File: src/rtl/mexp_pkg.sv
// mexp_pkg: shared constants and types for the modular exponentiation block.
// No dependencies; used by mexp_mulmod and modular_exponentiation.

package mexp_pkg;

    // default operand width and fixed port widths
    localparam int WORD_BITS_DEF = 32;
    localparam int DATA_W        = 32;
    localparam int ADDR_W        = 3;

    // register index, taken from paddr[2]
    localparam logic REG_EXPONENT = 1'b0;
    localparam logic REG_MODULUS  = 1'b1;

    // register reset values
    localparam logic [DATA_W-1:0] EXPONENT_RESET = 32'd1;
    localparam logic [DATA_W-1:0] MODULUS_RESET  = 32'd2;

    // status of the shared multiplier-reducer
    typedef struct packed {
        logic busy;
        logic done;
    } mm_stat_t;

endpackage

File: src/rtl/mexp_mulmod.sv
// mexp_mulmod: iterative modular multiplier, one bit of operand a per cycle
// (interleaved shift-add with reduction). Depends on mexp_pkg.
// Requires b < m; a may be any value.

module mexp_mulmod #(
    parameter int WORD_BITS = mexp_pkg::WORD_BITS_DEF
) (
    input  logic                 clk,
    input  logic                 rst_n,
    input  logic                 start,
    input  logic [WORD_BITS-1:0] a,
    input  logic [WORD_BITS-1:0] b,
    input  logic [WORD_BITS-1:0] m,
    output logic [WORD_BITS-1:0] res,
    output mexp_pkg::mm_stat_t   stat
);

    localparam int CNT_W = $clog2(WORD_BITS);

    logic [WORD_BITS-1:0] a_reg, a_next;
    logic [WORD_BITS-1:0] b_reg, b_next;
    logic [WORD_BITS-1:0] m_reg, m_next;
    logic [WORD_BITS-1:0] r_reg, r_next;
    logic [CNT_W-1:0]     cnt_reg, cnt_next;
    logic                 busy_reg, busy_next;
    logic                 done_reg, done_next;

    logic [WORD_BITS+1:0] sum;
    logic [WORD_BITS+1:0] m1;
    logic [WORD_BITS+1:0] m2;
    logic [WORD_BITS+1:0] red;

    // one step: r = (2r + a_bit*b) mod m, the sum stays below 3m
    always_comb
    begin
        m1  = {2'b00, m_reg};
        m2  = {1'b0, m_reg, 1'b0};
        sum = {1'b0, r_reg, 1'b0}
            + {2'b00, (a_reg[WORD_BITS-1] ? b_reg : '0)};
        if (sum >= m2)
        begin
            red = sum - m2;
        end
        else if (sum >= m1)
        begin
            red = sum - m1;
        end
        else
        begin
            red = sum;
        end
    end

    // sequencing of the bit steps
    always_comb
    begin
        a_next    = a_reg;
        b_next    = b_reg;
        m_next    = m_reg;
        r_next    = r_reg;
        cnt_next  = cnt_reg;
        busy_next = busy_reg;
        done_next = 1'b0;
        if (start)
        begin
            a_next    = a;
            b_next    = b;
            m_next    = m;
            r_next    = '0;
            cnt_next  = CNT_W'(WORD_BITS - 1);
            busy_next = 1'b1;
        end
        else if (busy_reg)
        begin
            r_next   = red[WORD_BITS-1:0];
            a_next   = {a_reg[WORD_BITS-2:0], 1'b0};
            cnt_next = cnt_reg - CNT_W'(1);
            if (cnt_reg == '0)
            begin
                busy_next = 1'b0;
                done_next = 1'b1;
            end
        end
    end

    // control state
    always_ff @(posedge clk or negedge rst_n)
    begin
        if (!rst_n)
        begin
            busy_reg <= 1'b0;
            done_reg <= 1'b0;
            cnt_reg  <= '0;
        end
        else
        begin
            busy_reg <= busy_next;
            done_reg <= done_next;
            cnt_reg  <= cnt_next;
        end
    end

    // operands and partial result
    always_ff @(posedge clk)
    begin
        a_reg <= a_next;
        b_reg <= b_next;
        m_reg <= m_next;
        r_reg <= r_next;
    end

    assign res       = r_reg;
    assign stat.busy = busy_reg;
    assign stat.done = done_reg;

endmodule

File: src/rtl/modular_exponentiation.sv
// modular_exponentiation: base^exponent mod modulus, right-to-left square and multiply.
// Depends on mexp_pkg and mexp_mulmod.
//
// Channel   Direction  Handshake                      Payload
// s_axis    in         s_axis_tvalid/s_axis_tready    s_axis_tdata[31:0] = base
// m_axis    out        m_axis_tvalid/m_axis_tready    m_axis_tdata[31:0] = power_mod
// apb       in         psel/penable/pwrite, pready=1  0x0 exponent, 0x4 modulus
//
// Work: an item takes 1 + WORD_BITS + popcount(exponent) modular products in the shared
// multiplier-reducer: one reduction, one squaring per exponent bit and one multiply per set bit;
// a modulus below 2 skips the products and yields 0.
// One item is in work at a time; s_axis_tready is high only between items.
// A finished result waits in the output register, the next item is taken meanwhile.
// Reset clears control state and sets exponent to 1, modulus to 2.

module modular_exponentiation #(
    parameter int WORD_BITS = mexp_pkg::WORD_BITS_DEF
) (
    input  logic                          clk,
    input  logic                          rst_n,
    input  logic                          psel,
    input  logic                          penable,
    input  logic                          pwrite,
    input  logic [mexp_pkg::ADDR_W-1:0]   paddr,
    input  logic [mexp_pkg::DATA_W-1:0]   pwdata,
    output logic [mexp_pkg::DATA_W-1:0]   prdata,
    output logic                          pready,
    input  logic                          s_axis_tvalid,
    output logic                          s_axis_tready,
    input  logic [mexp_pkg::DATA_W-1:0]   s_axis_tdata,   // [31:0] base
    output logic                          m_axis_tvalid,
    input  logic                          m_axis_tready,
    output logic [mexp_pkg::DATA_W-1:0]   m_axis_tdata    // [31:0] power_mod
);

    localparam int IDX_W = $clog2(WORD_BITS);

    localparam logic [2:0] S_IDLE   = 3'd0;
    localparam logic [2:0] S_RED_GO = 3'd1;
    localparam logic [2:0] S_RED    = 3'd2;
    localparam logic [2:0] S_BIT    = 3'd3;
    localparam logic [2:0] S_MUL    = 3'd4;
    localparam logic [2:0] S_SQR_GO = 3'd5;
    localparam logic [2:0] S_SQR    = 3'd6;
    localparam logic [2:0] S_DONE   = 3'd7;

    logic [mexp_pkg::DATA_W-1:0] exponent_reg;
    logic [mexp_pkg::DATA_W-1:0] modulus_reg;
    logic                        cfg_wr;

    logic [2:0]                  state_reg, state_next;
    logic [IDX_W-1:0]            idx_reg, idx_next;
    logic [WORD_BITS-1:0]        acc_reg, acc_next;
    logic [WORD_BITS-1:0]        sq_reg, sq_next;
    logic                        out_valid_reg, out_valid_next;
    logic [mexp_pkg::DATA_W-1:0] out_data_reg, out_data_next;

    logic [WORD_BITS-1:0]        e_w;
    logic [WORD_BITS-1:0]        m_w;
    logic                        m_small;

    logic                        mm_start;
    logic [WORD_BITS-1:0]        mm_a;
    logic [WORD_BITS-1:0]        mm_b;
    logic [WORD_BITS-1:0]        mm_res;
    mexp_pkg::mm_stat_t          mm_stat;

    // configuration registers
    assign pready = 1'b1;
    assign cfg_wr = psel & penable & pwrite & pready;

    always_ff @(posedge clk or negedge rst_n)
    begin
        if (!rst_n)
        begin
            exponent_reg <= mexp_pkg::EXPONENT_RESET;
            modulus_reg  <= mexp_pkg::MODULUS_RESET;
        end
        else if (cfg_wr)
        begin
            if (paddr[2] == mexp_pkg::REG_MODULUS)
            begin
                modulus_reg <= pwdata;
            end
            else
            begin
                exponent_reg <= pwdata;
            end
        end
    end

    assign prdata = (paddr[2] == mexp_pkg::REG_MODULUS) ? modulus_reg : exponent_reg;

    // operand views at the working width
    assign e_w     = exponent_reg[WORD_BITS-1:0];
    assign m_w     = modulus_reg[WORD_BITS-1:0];
    assign m_small = (m_w < WORD_BITS'(2));

    // shared multiplier-reducer
    mexp_mulmod #(
        .WORD_BITS (WORD_BITS)
    ) u_mulmod (
        .clk   (clk),
        .rst_n (rst_n),
        .start (mm_start),
        .a     (mm_a),
        .b     (mm_b),
        .m     (m_w),
        .res   (mm_res),
        .stat  (mm_stat)
    );

    // sequencer
    always_comb
    begin
        state_next     = state_reg;
        idx_next       = idx_reg;
        acc_next       = acc_reg;
        sq_next        = sq_reg;
        out_valid_next = out_valid_reg;
        out_data_next  = out_data_reg;
        mm_start       = 1'b0;
        mm_a           = sq_reg;
        mm_b           = sq_reg;

        if (out_valid_reg && m_axis_tready)
        begin
            out_valid_next = 1'b0;
        end

        case (state_reg)
            S_IDLE:
            begin
                if (s_axis_tvalid)
                begin
                    sq_next    = s_axis_tdata[WORD_BITS-1:0];
                    idx_next   = '0;
                    acc_next   = m_small ? '0 : WORD_BITS'(1);
                    state_next = m_small ? S_DONE : S_RED_GO;
                end
            end
            S_RED_GO:
            begin
                // bring base below the modulus: base * 1 mod m
                mm_start   = 1'b1;
                mm_a       = sq_reg;
                mm_b       = WORD_BITS'(1);
                state_next = S_RED;
            end
            S_RED:
            begin
                if (mm_stat.done)
                begin
                    sq_next    = mm_res;
                    state_next = S_BIT;
                end
            end
            S_BIT:
            begin
                mm_start = 1'b1;
                if (e_w[idx_reg])
                begin
                    mm_a       = acc_reg;
                    state_next = S_MUL;
                end
                else
                begin
                    state_next = S_SQR;
                end
            end
            S_MUL:
            begin
                if (mm_stat.done)
                begin
                    acc_next   = mm_res;
                    state_next = S_SQR_GO;
                end
            end
            S_SQR_GO:
            begin
                mm_start   = 1'b1;
                state_next = S_SQR;
            end
            S_SQR:
            begin
                if (mm_stat.done)
                begin
                    sq_next = mm_res;
                    if (idx_reg == IDX_W'(WORD_BITS - 1))
                    begin
                        state_next = S_DONE;
                    end
                    else
                    begin
                        idx_next   = idx_reg + IDX_W'(1);
                        state_next = S_BIT;
                    end
                end
            end
            S_DONE:
            begin
                if (!out_valid_reg || m_axis_tready)
                begin
                    out_valid_next = 1'b1;
                    out_data_next  = mexp_pkg::DATA_W'(acc_reg);
                    state_next     = S_IDLE;
                end
            end
            default:
            begin
                state_next = S_IDLE;
            end
        endcase
    end

    // control state
    always_ff @(posedge clk or negedge rst_n)
    begin
        if (!rst_n)
        begin
            state_reg     <= S_IDLE;
            idx_reg       <= '0;
            out_valid_reg <= 1'b0;
        end
        else
        begin
            state_reg     <= state_next;
            idx_reg       <= idx_next;
            out_valid_reg <= out_valid_next;
        end
    end

    // working values and output data
    always_ff @(posedge clk)
    begin
        acc_reg      <= acc_next;
        sq_reg       <= sq_next;
        out_data_reg <= out_data_next;
    end

    assign s_axis_tready = (state_reg == S_IDLE);
    assign m_axis_tvalid = out_valid_reg;
    assign m_axis_tdata  = out_data_reg;

    // checks
    a_start_idle: assert property (@(posedge clk) disable iff (!rst_n)
        mm_start |-> !mm_stat.busy)
        else $error("multiplier started while busy");

    a_res_reduced: assert property (@(posedge clk) disable iff (!rst_n)
        (mm_stat.done && !m_small) |-> (mm_res < m_w))
        else $error("product not reduced below modulus");

    a_acc_reduced: assert property (@(posedge clk) disable iff (!rst_n)
        (state_reg == S_BIT) |-> (acc_reg < m_w) && (sq_reg < m_w))
        else $error("running values not below modulus");

    a_wait_done: assert property (@(posedge clk) disable iff (!rst_n)
        ((state_reg == S_RED) || (state_reg == S_MUL) || (state_reg == S_SQR))
            |-> (mm_stat.busy || mm_stat.done))
        else $error("waiting on an idle multiplier");

endmodule
File: config.mk
export PLATFORM = sky130hd
export DESIGN_NAME = modular_exponentiation
export DESIGN_NICKNAME = d
export VERILOG_FILES = /design/src/rtl/mexp_pkg.sv /design/src/rtl/mexp_mulmod.sv /design/src/rtl/modular_exponentiation.sv
export SDC_FILE = /design/constraint.sdc
export NUM_CORES = 1
export LEC_CHECK = 0
export ABC_AREA = 1
export BUFFER_PORTS_ARGS = -buffer_cell sky130_fd_sc_hd__buf_2
export CELL_PAD_IN_SITES_DETAIL_PLACEMENT = 0
export CELL_PAD_IN_SITES_GLOBAL_PLACEMENT = 1
export CORE_ASPECT_RATIO = 0.5
export CORE_MARGIN = 2
export CORE_UTILIZATION = 41
export CTS_CLUSTER_DIAMETER = 80
export CTS_CLUSTER_SIZE = 30
export DETAILED_ROUTE_END_ITERATION = 12
export GPL_TIMING_DRIVEN = 0
export PLACE_DENSITY_LB_ADDON = 0.1
export SYNTH_ARGS = -nofsm -noshare
export SYNTH_HDL_FRONTEND = slang
export SYNTH_SLANG_ARGS = --single-unit
File: constraint.sdc
create_clock -name clk -period 4.3 [get_ports clk]
set_clock_uncertainty 0.15 [all_clocks]
set_input_delay 0.645 -clock clk [delete_from_list [all_inputs] [get_ports clk]]
set_output_delay 0.645 -clock clk [all_outputs]
set_load 0.01 [all_outputs]
* After elaboration in Yosys (flattened, before gate mapping)
Cells that the tools add are included.
** Storage, ports and cells
- Flip-flop bits (word level) :: 304
- Latch bits :: 0
- Memory bits (writable) :: 0
- Bits in read-only memories :: 0
- Input bits :: 74
- Memories :: 0
** Cells by class
- Bitwise gates (word level) :: 3
- $add $sub $neg :: 5
- Multiply operators :: 0
- $lt $le $gt $ge :: 4
- Reductions and logical operators :: 18
- Divide/modulo/power cells :: 0
- Mux-type cells :: 41
- Eq/ne operators :: 15
- Shifts and indexed selects :: 0
** Operators with widths (count)
- 2-to-1 mux 32 bit :: 11
- case mux 32 bit (2 select lines) :: 2
- subtractor 32 bit :: 2
- adder 33 x 32 -> 34 bit :: 1
- greater-or-equal comparator 34 x 32 -> 1 bit :: 1
- greater-or-equal comparator 34 x 33 -> 1 bit :: 1
- less-than comparator 32 x 2 -> 1 bit (second input constant) :: 1
- 2-to-1 mux 5 bit :: 5
- case mux 3 bit (8 select lines) :: 1
- 2-to-1 mux 3 bit :: 7
- equality test 3 bit (second input constant) :: 4
- 2-to-1 mux 1 bit :: 12
- case mux 5 bit (2 select lines) :: 1
- inequality test 2 x 1 -> 1 bit (second input constant) :: 4
- nonzero test 2 bit :: 4
- equality test 3 x 2 -> 1 bit (second input constant) :: 2
- less-than comparator 5 x 6 -> 1 bit (second input constant) :: 1
- inequality test 2 bit (second input constant) :: 3
- AND reduction 2 bit :: 3
- AND reduction 3 bit :: 2
- adder 5 x 1 -> 5 bit (second input constant) :: 1
- binary-select mux 1 bit (select 5 bit) :: 1
- equality test 5 bit (second input constant) :: 1
- zero test 5 bit :: 1
- 13 further kinds :: 14

* Depth between registers and ports, before layout
Gate-level depths: netlist (run 1).
- Word-level depth :: 5
- Mapped depth :: 32

* Hierarchy
Synthesis (run 1) repeated with hierarchy kept, for this count alone.
** Second synthesis, totals
- Cells, all modules :: 2735
- Area total of the unflattened synthesis :: 20155.6 um2
** By module, submodules not included
- mexp_mulmod :: instances 1, cells each 1813, area each 12192.9 um2, sequential area each 3698.5 um2
- modular_exponentiation :: instances 1, cells each 922, area each 7962.6 um2, sequential area each 4712.0 um2

* Worst setup path before layout (run 1)
Ideal clock, no wire load.
- Kind :: flip-flop to flip-flop
- Start point :: register u_mulmod.a_reg[31]
- End point :: register u_mulmod.r_reg[26], in the netlist u_mulmod.res[26]
- Cell stages (with the launch flop) :: 28
- Required time :: 4.031 ns
- Clock period less this slack :: 4.176 ns
- Setup time :: 0.119 ns
- Setup slack :: 0.124 ns
- Data arrival time :: 3.906 ns
- Path through :: edfxtp_1 -> clkbuf_1 -> nand2_1 -> inv_1 -> ha_1 -> inv_1 -> fa_1 -> o21ai_1 -> nand2_1 -> nand2_1 -> nand2_1 -> nand2_1 -> nand2_1 -> nand2_1 -> xnor2_1 -> inv_1 -> ha_1 -> nand2_1 -> nor2_1 -> nand2_1 -> nor2_1 -> a21boi_0 -> nand3_1 -> nor2_4 -> buf_4 -> nand3_1 -> nand3_1 -> a21oi_1
** Between the ends
- Word-level cells in the longest chain between the ends :: 5
- Elaborated cells on any way between the ends :: 8
- Classes of those cells :: add/sub: 3; order compare: 2; mux: 3
** RTL lines
- start: declaration :: line mexp_mulmod.sv:20 : logic [WORD_BITS-1:0] a_reg, a_next;
- start signal: assignment :: line mexp_mulmod.sv:106 : a_reg <= a_next;
- 2-to-1 mux 32 bit (*) :: line mexp_mulmod.sv:39 : + {2'b00, (a_reg[WORD_BITS-1] ? b_reg : '0)};
- adder 33 x 32 -> 34 bit (*) :: line mexp_mulmod.sv:39
- subtractor 32 bit or greater-or-equal comparator 34 x 32 -> 1 bit (tied branches) :: line mexp_mulmod.sv:46, mexp_mulmod.sv:44
- 2-to-1 mux 32 bit :: line mexp_mulmod.sv:44 : else if (sum >= m1)
- 2-to-1 mux 32 bit (*) :: line mexp_mulmod.sv:40 : if (sum >= m2)
- end signal: assignment :: line mexp_mulmod.sv:109 : r_reg <= r_next;
- end: declaration :: line mexp_mulmod.sv:23 : logic [WORD_BITS-1:0] r_reg, r_next;
Mark *: on every way between the ends. The rest lies on a longest branch, timed or not.
A chain may end at the register's enable or synchronous reset.

* Worst setup path after layout (run 1)
- Start point :: register u_mulmod.a_reg[31]
- End point :: register u_mulmod.r_reg[11], in the netlist u_mulmod.res[11]
Same word-level chain as after synthesis.

==> flow_summary.yaml, run 1 <==
sta:
  fin_hold_ws_ns: 0.153
  maxSlewHeadroom_pct: 45.7
  hold_viol_final: 0
  max_freq_mhz: 226
  min_period_over_period_pct: 103
  worst_slew_pin_slew_ns: 0.813
  setup_slack_ns: -0.117
  fin_crit_ns: 4.42
  rsz0062_at_grt: "yes"
  setup_viol: 32
  slew_viol_final: 0
cts:
  root_buffer: "clkbuf_16"
  insertion_delay_ns: 0.54
  clkSlewWorstSetupHoldPaths_ns: 0.12
  cts_tree: "built"
  numCtsBuffers: 15
  clk_path_buf_depth: 3
  cts.sinks: 304
  htreeDepth: 1
detailed_routing:
  final_antenna_net_count: 0
  totalWireLength_mm: 69.0
  drc: 0
  vias_per_cell: 5.20
  dr.pass1.iters: 5
  drt_iter0_drc: 1661
  vias: 17900
  routedWlPerCell_um: 20.0
power_and_ir_drop:
  power_leakage_nw: 11.5
  vdd_drop_max_v: 0.000226
  powerDensity_nw_per_um2: 214
  power_mw: 5.43
grt:
  grtUsageTotal_pct: 26.7
  antenna_found_initial: 0
  grt_pass1_vias: 16800
  grt_first_pass_wirelength_mm: 99.9
  overflow: 0
  grt_max_degree: 69
critical_path:
  reg2regPathDepth: 28
  timing.rr.start: "u_mulmod.a_reg[31]$_DFFE_PP_"
  crit_top_cell: "nand2_2"
  cp-end-kind: "register"
  worstPathMaxFanout: 6
  cp.required_ns: 4.57
  startpoint_type: "register"
  crit_arrival_ns: 4.69
  r2r_end: "u_mulmod.res[11]$_SDFFE_PN0P_"
  path_class: "register to register"
  max_stage_delay_ns: 0.41
  critPathSlowestCell: "edfxtp_1"
  r2r_slack_ns: -0.12
worst_hold_path:
  worstHoldStart: "m_axis_tready"
  worst_hold_path_type: "primary input to register"
  hold_depth: 2
  min_to: "m_axis_tvalid$_DFF_PN0_"
final_layout:
  drive_gt1_share_pct: 26.3
  final_area_um2: 25400
  num_antenna_cells: 0
  final_cells: 3449
  syn_to_final_growth_pct: 30.6
  fillers: 4534
  nets: 2978
synth:
  synthXorXnorAreaFrac_pct: 2.93
  synth_area_leaders: "edfxtp_1 30%, nand2_1 13%, dfrtp_1 10%, inv_1 7.7%, o21ai_0 6.5%"
  yosysWarnings: 0
  synthMuxAreaShare_pct: 0
  synth_edf_count: 192
  syn_inst: 2554
  synth_fa_ha_area_share_pct: 6.69
  syn_area_per_cell_um2: 7.60
  ys_ff_latch: 304
  ys_seq_area_share_pct: 43.3
  synth_fp_nets: 2730
  synth_compound_area_share_pct: 14.0
  synth_top_flop_cell: "edfxtp_1"
  netlist_area_um2: 19400
  synth_top_area_cell: "edfxtp_1"
  synthSimpleGateAreaFrac_pct: 23.2
  yosys.cell_types.count: 53
  synth_top_area_share_pct: 29.7
  async_reset_ff_share_pct: 26.3
  synth_top_family_by_area: "simple AND/OR/NAND/NOR gates"
floorplanning:
  coreArea_um2: 46800
  initial_core_util_pct: 41.5
  fp.dieH_um: 158
  rows: 56
  die-area_um2: 49200
  num_io_pins: 141
  die_x_um: 312
outcome:
  status: "finished, violations left"
  failed_checks: "setup timing"
place:
  dp_hpwl_mm: 53.0
  place_area_um2: 21100
  io_buffers: 136
  routabilityCongestion: 0.945
  placed_cells: 3334
flow_run:
  drv_cap: 0
==> Yosys cell counts, types with 3 or more instances <==
| cell type | instances |
|---|---|
| o21ai_0 | 252 |
| inv_2 | 7 |
| buf_4 | 5 |
| a31oi_1 | 5 |
| nand2_2 | 16 |
| nor3_1 | 13 |
| nor4_1 | 9 |
| o211ai_1 | 5 |
| nor2_1 | 202 |
| nand3_1 | 115 |
| xnor2_1 | 14 |
| buf_6 | 5 |
| clkbuf_1 | 54 |
| dfxtp_1 | 32 |
| o21ai_1 | 21 |
| a21oi_1 | 165 |
| o21a_1 | 6 |
| ha_1 | 99 |
| and3_1 | 4 |
| fa_1 | 3 |
| nand4_1 | 18 |
| dfrtp_1 | 78 |
| nand3b_1 | 10 |
| xor2_1 | 51 |
| o22ai_1 | 5 |
| nand2_1 | 683 |
| a21oi_2 | 6 |
| clkinv_1 | 3 |
| edfxtp_1 | 192 |
| buf_2 | 10 |
| or2_2 | 6 |
| o21bai_1 | 13 |
| a21boi_0 | 6 |
| clkbuf_2 | 3 |
| inv_1 | 398 |
| a22oi_1 | 3 |
| nand3_2 | 6 |
| a21o_1 | 13 |
==> per-layer routing <==
metal | track usage (%) | routed length (µm)
met5 | 0 | 0
met4 | 4.69 | 1340
met3 | 2.12 | 3400
met2 | 42.7 | 30700
met1 | 39.9 | 33600
==> logic make-up after synthesis <==
kind of cell / Yosys count
compound gates: 507
xor+xnor: 65
fa+ha+maj: 102
buf+inv: 486
flops: 304
other cells: 1
simple gates: 1089
==> power breakdown <==
group          internal (mW)  switching, mW  total [mW]
logic                  0.152          0.223       0.376
clock network          0.707           1.02        1.72
registers               3.21          0.121        3.33
==> metrics by stage <==
stage,worst slack [ns],setup TNS [ns],utilization [%]
after floorplan,0.124,0,-
after global placement,-1.92,-193.18,44.6
after detailed placement,-1.63,-48.18,45.0
after CTS,-0.126,-2.58,49.6
after global routing,-0.214,-5.40,54.2
final,-0.117,-1.62,54.2
==> worst max path at each step <==
stage | start | endpoint | depth (start not counted)
2_1_floorplan | u_mulmod.a_reg[31]$_DFFE_PP_ | u_mulmod.res[26]$_SDFFE_PN0P_ | 27
3_3_place_gp | state_reg[0]$_DFFE_PN0P_ | sq_reg[27]$_DFFE_PP_ | 6
3_5_place_dp | u_mulmod.a_reg[31]$_DFFE_PP_ | u_mulmod.res[26]$_SDFFE_PN0P_ | 24
4_1_cts | u_mulmod.a_reg[31]$_DFFE_PP_ | u_mulmod.res[27]$_SDFFE_PN0P_ | 28
5_1_grt | u_mulmod.a_reg[31]$_DFFE_PP_ | u_mulmod.res[11]$_SDFFE_PN0P_ | 28
6_report | u_mulmod.a_reg[31]$_DFFE_PP_ | u_mulmod.res[11]$_SDFFE_PN0P_ | 28
==> timing repair <==
| action | CTS | global route |
|---|---|---|
| pin swaps | 36 | 119 |
| resized for setup | 274 | 351 |
| gates cloned | 2 | 8 |
| endpoints found under the hold margin | 12 | 0 |
| buffers inserted | 32 | 47 |
| setup endpoints to repair | 32 | 32 |
| hold buffers | 1 | 0 |
==> final cells by class <==
cell class | count | area (µm²) | share of cell area, %
multi-input combinational | 1765 | 11900 | 46.8
sequential | 304 | 8410 | 33.2
timing repair buffer | 231 | 1750 | 6.90
inverter | 408 | 1570 | 6.17
tap | 638 | 798 | 3.15
buffer | 77 | 477 | 1.88
clock buffer | 19 | 400 | 1.58
clock inverter | 7 | 75.1 | 0.296
==> cells in the final DEF, fill, tap and decap left out, types with 7 or more instances in the layout <==
cell	Yosys	routed
xor2_4	0	15
buf_12	0	14
xor2_1	51	30
nor2_2	1	20
dfrtp_1	78	78
nor4_1	9	7
buf_8	1	8
nand2_4	1	44
a21o_1	13	13
clkbuf_16	0	21
inv_4	0	11
buf_6	5	12
clkbuf_1	54	53
edfxtp_1	192	192
a21oi_2	6	50
nand4_1	18	18
ha_4	0	63
inv_1	398	359
a21oi_4	1	19
inv_2	7	34
buf_2	10	143
nor2_1	202	164
nand3b_1	10	10
nand2_1	683	574
nand3_4	0	12
o21ai_1	21	24
nand3_1	115	78
nor2_4	1	20
nand2_2	16	77
nand3_2	6	31
dfxtp_1	32	32
ha_1	99	32
a21oi_1	165	103
buf_4	5	67
o21bai_1	13	9
xnor2_1	14	11
o21ai_0	252	237
o21ai_2	1	8
==> worst max-delay path, delay by kind of cell (launching register included) <==
family                   cells  cell delay, ns
AND/OR/NAND/NOR             14            1.39
XOR/XNOR                     1            0.21
buffers and inverters        7            0.93
adder cells (fa/ha/maj)      2            0.59
flip-flops                   1            0.41
AO/OA/AOI/OAI                4            0.59
Note: power is estimated with default switching activity, not from simulation.
==> run 2, diff against run 1 <==
- SYNTH_HIERARCHICAL: unset -> 1
==> flow_summary.yaml, run 2 <==
outcome:
  status: "finished, violations left"
  failed_checks: "setup timing"
place:
  placed_cells: 3523
  place_area_um2: 21800
  dp_hpwl_mm: 54.2
  routabilityCongestion: 0.958
  io_buffers: 136
sta:
  slew_viol_final: 0
  setup_viol: 7
  setup_slack_ns: -0.0566
  worst_slew_pin_slew_ns: 1.24
  max_freq_mhz: 230
  final.setup.tns_ns: -0.196
  hold_viol_final: 0
  rsz0062_at_grt: "yes"
  maxSlewHeadroom_pct: 17.1
  min_period_over_period_pct: 101
  fin_crit_ns: 4.36
critical_path:
  reg2regPathDepth: 25
  crit_arrival_ns: 4.67
  timing.rr.start: "u_mulmod/a_reg[31]$_DFFE_PP_"
  cp.required_ns: 4.62
  path_class: "register to register"
  r2r_end: "u_mulmod/res[1]$_SDFFE_PP0P_"
  cp-end-kind: "register"
  r2r_slack_ns: -0.06
  worstPathMaxFanout: 10
  startpoint_type: "register"
cts:
  root_buffer: "clkbuf_16"
  insertion_delay_ns: 0.54
  clkSlewWorstSetupHoldPaths_ns: 0.11
  cts_tree: "built"
  clk_path_buf_depth: 3
  htreeDepth: 1
  numCtsBuffers: 15
  cts.sinks: 304
synth:
  netlist_area_um2: 20100
  syn_inst: 2734
  synth_fp_nets: 2910
  yosysWarnings: 6
  syn_area_per_cell_um2: 7.37
detailed_routing:
  vias: 18400
  routedWlPerCell_um: 18.8
  drt_iter0_drc: 1575
  final_antenna_net_count: 0
  totalWireLength_mm: 67.9
  vias_per_cell: 5.11
  dr.pass1.iters: 6
  drc: 0
floorplanning:
  die-area_um2: 51000
  num_io_pins: 141
  initial_core_util_pct: 41.5
  rows: 57
  die_x_um: 318
  fp.dieH_um: 161
  coreArea_um2: 48500
final_layout:
  final_common_cell: "nand2_1"
  post-route-util_pct: 51.5
  final_cells: 3610
  drive_gt1_share_pct: 21.5
  num_antenna_cells: 0
  nets: 3128
  syn_to_final_growth_pct: 24.0
  final_area_um2: 25000
  final_cell_mix: "781 x nand2_1, 396 x inv_1, 211 x o21ai_0"
worst_hold_path:
  min_to: "m_w[15]$_DFFE_PN0P_"
  worst_hold_path_type: "primary input to register"
  worstHoldStart: "pwdata[15]"
  hold_depth: 3
grt:
  grt_pass1_vias: 17700
  grtUsageTotal_pct: 25.9
  antenna_found_initial: 0
  grt_max_degree: 44
  overflow: 0
  grt_first_pass_wirelength_mm: 102
flow_run:
  drv_cap: 0
==> run 2: how the worst max path moves through the flow <==
stage	start	end	slack (ns)
final	u_mulmod/a_reg[31]$_DFFE_PP_	u_mulmod/res[1]$_SDFFE_PP0P_	-0.06
after global routing	u_mulmod/a_reg[31]$_DFFE_PP_	u_mulmod/res[21]$_SDFFE_PP0P_	-0.27
after CTS	u_mulmod/a_reg[31]$_DFFE_PP_	u_mulmod/res[17]$_SDFFE_PP0P_	-0.02
after detailed placement	u_mulmod/a_reg[31]$_DFFE_PP_	u_mulmod/res[17]$_SDFFE_PP0P_	-1.14
after global placement	u_mulmod/a_reg[31]$_DFFE_PP_	u_mulmod/res[17]$_SDFFE_PP0P_	-1.07
after floorplan	u_mulmod/a_reg[31]$_DFFE_PP_	u_mulmod/res[11]$_SDFFE_PP0P_	0.29
==> run 2: critical path: stages, from the launching register on <==
cell	delay, ns
edfxtp_1	0.40
buf_6	0.16
buf_6	0.12
buf_4	0.13
nand2_2	0.10
inv_1	0.05
ha_1	0.26
nand3_1	0.10
nand3_2	0.11
xor2_1	0.54
ha_1	0.40
nand2_1	0.10
inv_1	0.07
nand2_1	0.07
nand3_1	0.23
nand2_1	0.14
nand2_1	0.10
nand2_1	0.09
nand2_2	0.07
nand2_2	0.08
nand2_4	0.08
a21boi_4	0.22
buf_8	0.19
buf_4	0.12
nand3_2	0.08
a21oi_2	0.11
==> run 2: repair_timing <==
action                     in CTS  in global routing
gates cloned                    4                  3
buffers inserted               36                 19
resized for setup             259                184
hold endpoints to repair       33                  0
hold buffers                    1                  0
setup endpoints to repair      32                 32
pin swaps                      53                 59
==> run 2: per-layer routing <==
layer  GRT usage [%]  wire [µm]
met5               0          0
met1            38.7      33400
met4            6.23       1740
met3            2.23       3280
met2            40.6      29400
==> run 2: cell type report <==
cell class / count / area, µm²
clock buffer: 19 / 412
timing repair buffer: 201 / 1390
tap: 649 / 812
multi-input combinational: 1896 / 11600
sequential: 304 / 8410
inverter: 451 / 1710
clock inverter: 7 / 95.1
fill: 4873 / 23500
buffer: 83 / 528
==> run 2: per-stage QoR <==
stage	hold WS (ns)	worst slack, ns
global placement	0.296	-1.07
floorplan	0.199	0.287
global route	0.199	-0.271
detailed placement	0.292	-1.14
finish	0.207	-0.0566
CTS	0.198	-0.0220
Power of run 2 is left out: the tool's default activity adds up to more than one toggle a clock period on the data nets, which glitch-free logic cannot reach.
==> run 3, diff against run 2 <==
- SETUP_SLACK_MARGIN: unset -> 0.4
==> flow_summary.yaml, run 3 (synthesis results as in run 2) <==
detailed_routing:
  vias_per_cell: 5.11
  totalWireLength_mm: 68.2
  drt_iter0_drc: 1580
  vias: 18600
  drc: 0
  final_antenna_net_count: 0
  routedWlPerCell_um: 18.7
  dr.pass1.iters: 5
outcome:
  status: "finished, violations left"
  failed_checks: "setup timing"
floorplanning:
  die_x_um: 318
  initial_core_util_pct: 41.5
  fp.dieH_um: 161
  num_io_pins: 141
  coreArea_um2: 48500
  die-area_um2: 51000
  rows: 57
critical_path:
  startpoint_type: "register"
  timing.rr.start: "u_mulmod/a_reg[31]$_DFFE_PP_"
  cp-end-kind: "register"
  critPathSlowestCell: "edfxtp_1"
  path_class: "register to register"
  crit_arrival_ns: 4.73
  crit_start: "u_mulmod/a_reg[31]$_DFFE_PP_"
  worstPathMaxFanout: 7
  cp.required_ns: 4.61
  max_stage_delay_ns: 0.40
  crit_top_cell: "nand2_1"
grt:
  grt_pass1_vias: 17500
  overflow: 0
  grt_first_pass_wirelength_mm: 102
  antenna_found_initial: 0
  grt_max_degree: 53
  grtUsageTotal_pct: 25.9
worst_hold_path:
  worst_hold_path_type: "primary input to register"
  worstHoldStart: "pwdata[12]"
cts:
  clkSlewWorstSetupHoldPaths_ns: 0.12
  root_buffer: "clkbuf_16"
  numCtsBuffers: 15
  clk_path_buf_depth: 3
  cts.sinks: 304
  htreeDepth: 1
  insertion_delay_ns: 0.54
  cts_tree: "built"
sta:
  slew_viol_final: 0
  min_period_over_period_pct: 103
  hold_viol_final: 0
  max_freq_mhz: 226
  setup_viol: 24
  rsz0062_at_grt: "yes"
  setup_slack_ns: -0.121
  worst_slew_pin_slew_ns: 1.26
  maxSlewHeadroom_pct: 15.4
  fin_crit_ns: 4.42
place:
  routabilityCongestion: 0.954
  io_buffers: 136
  place_area_um2: 21800
  pre_cts_ws_ns: -1.03
  placed_cells: 3523
  dp_hpwl_mm: 54.0
final_layout:
  num_antenna_cells: 0
  syn_to_final_growth_pct: 27.6
  final_common_cell: "nand2_1"
  fillers: 4816
  multiInputGateArea_um2: 12000
  nets: 3155
  final_cell_mix: "759 x nand2_1, 389 x inv_1, 212 x o21ai_0"
  final_area_um2: 25700
  final_cells: 3637
  ff_latch_area_um2: 8410
  post-route-util_pct: 53.0
  drive_gt1_share_pct: 24.5
flow_run:
  drv_cap: 0
## run 3: changes by cell type in the layout (fill, tap and decap cells not counted), moves of 6 or more
cell     delta
nand2_1    -22
nand3_4     +9
a21oi_2    +16
inv_1       -7
ha_4        +6
a21oi_1    -19
nand2_2     +9
buf_4      +23
nand2_4    +13
nand3_1     -9
## run 3: path summary, 6_finish.rpt
kind,to,slack (ns),depth (start not counted)
hold reg to reg,m_axis_tdata[2]$_DFFE_PP_,0.32,0
setup reg to reg,u_mulmod/res[23]$_SDFFE_PP0P_,-0.12,31
setup / recovery,u_mulmod/res[23]$_SDFFE_PP0P_,-0.12,31
min in group asynchronous,e_w[16]$_DFFE_PN0P_,0.42,2
max in group asynchronous,e_w[0]$_DFFE_PN1P_,2.93,3
hold / removal,m_w[12]$_DFFE_PN0P_,0.21,3
## run 3: worst max-delay path: cells and delay by family, from the launching register on
kind / cells / cell delay (ns)
simple gates: 15 / 1.21
buf+inv: 9 / 1.08
compound gates: 4 / 0.65
fa+ha+maj: 2 / 0.54
flops: 1 / 0.40
xor+xnor: 1 / 0.28
## run 3: metal layers
metal / wire length, µm / vias to the layer above / GRT usage (%)
met3: 3330 / 89 / 2.50
met1: 33700 / 8698 / 38.9
met5: 0 / - / 0
met4: 1710 / 0 / 5.06
li1: - / 9277 / -
met2: 29400 / 522 / 40.7
## run 3: through the flow
step | hold WS [ns] | setup TNS, ns
finish | 0.209 | -1.50
global route | 0.210 | -5.63
CTS | 0.198 | -3.57
detailed placement | 0.299 | -25.43
global placement | 0.295 | -116.41
floorplan | 0.199 | 0
## run 3: cell type report
cell class | count | area share [%]
clock buffer | 18 | 1.54
buffer | 84 | 2.19
timing repair buffer | 228 | 6.48
inverter | 451 | 6.66
tap | 649 | 3.16
multi-input combinational | 1895 | 46.9
sequential | 304 | 32.7
clock inverter | 8 | 0.404
## run 3: what timing repair did
action,4_1_cts,5_1_grt
setup buffers,38,41
cloned,5,3
hold endpoints to repair,28,0
pin swaps,55,111
setup endpoints to repair,32,32
hold buffers,1,0
gates resized for setup,304,251
Power of run 3 is left out for the same reason.
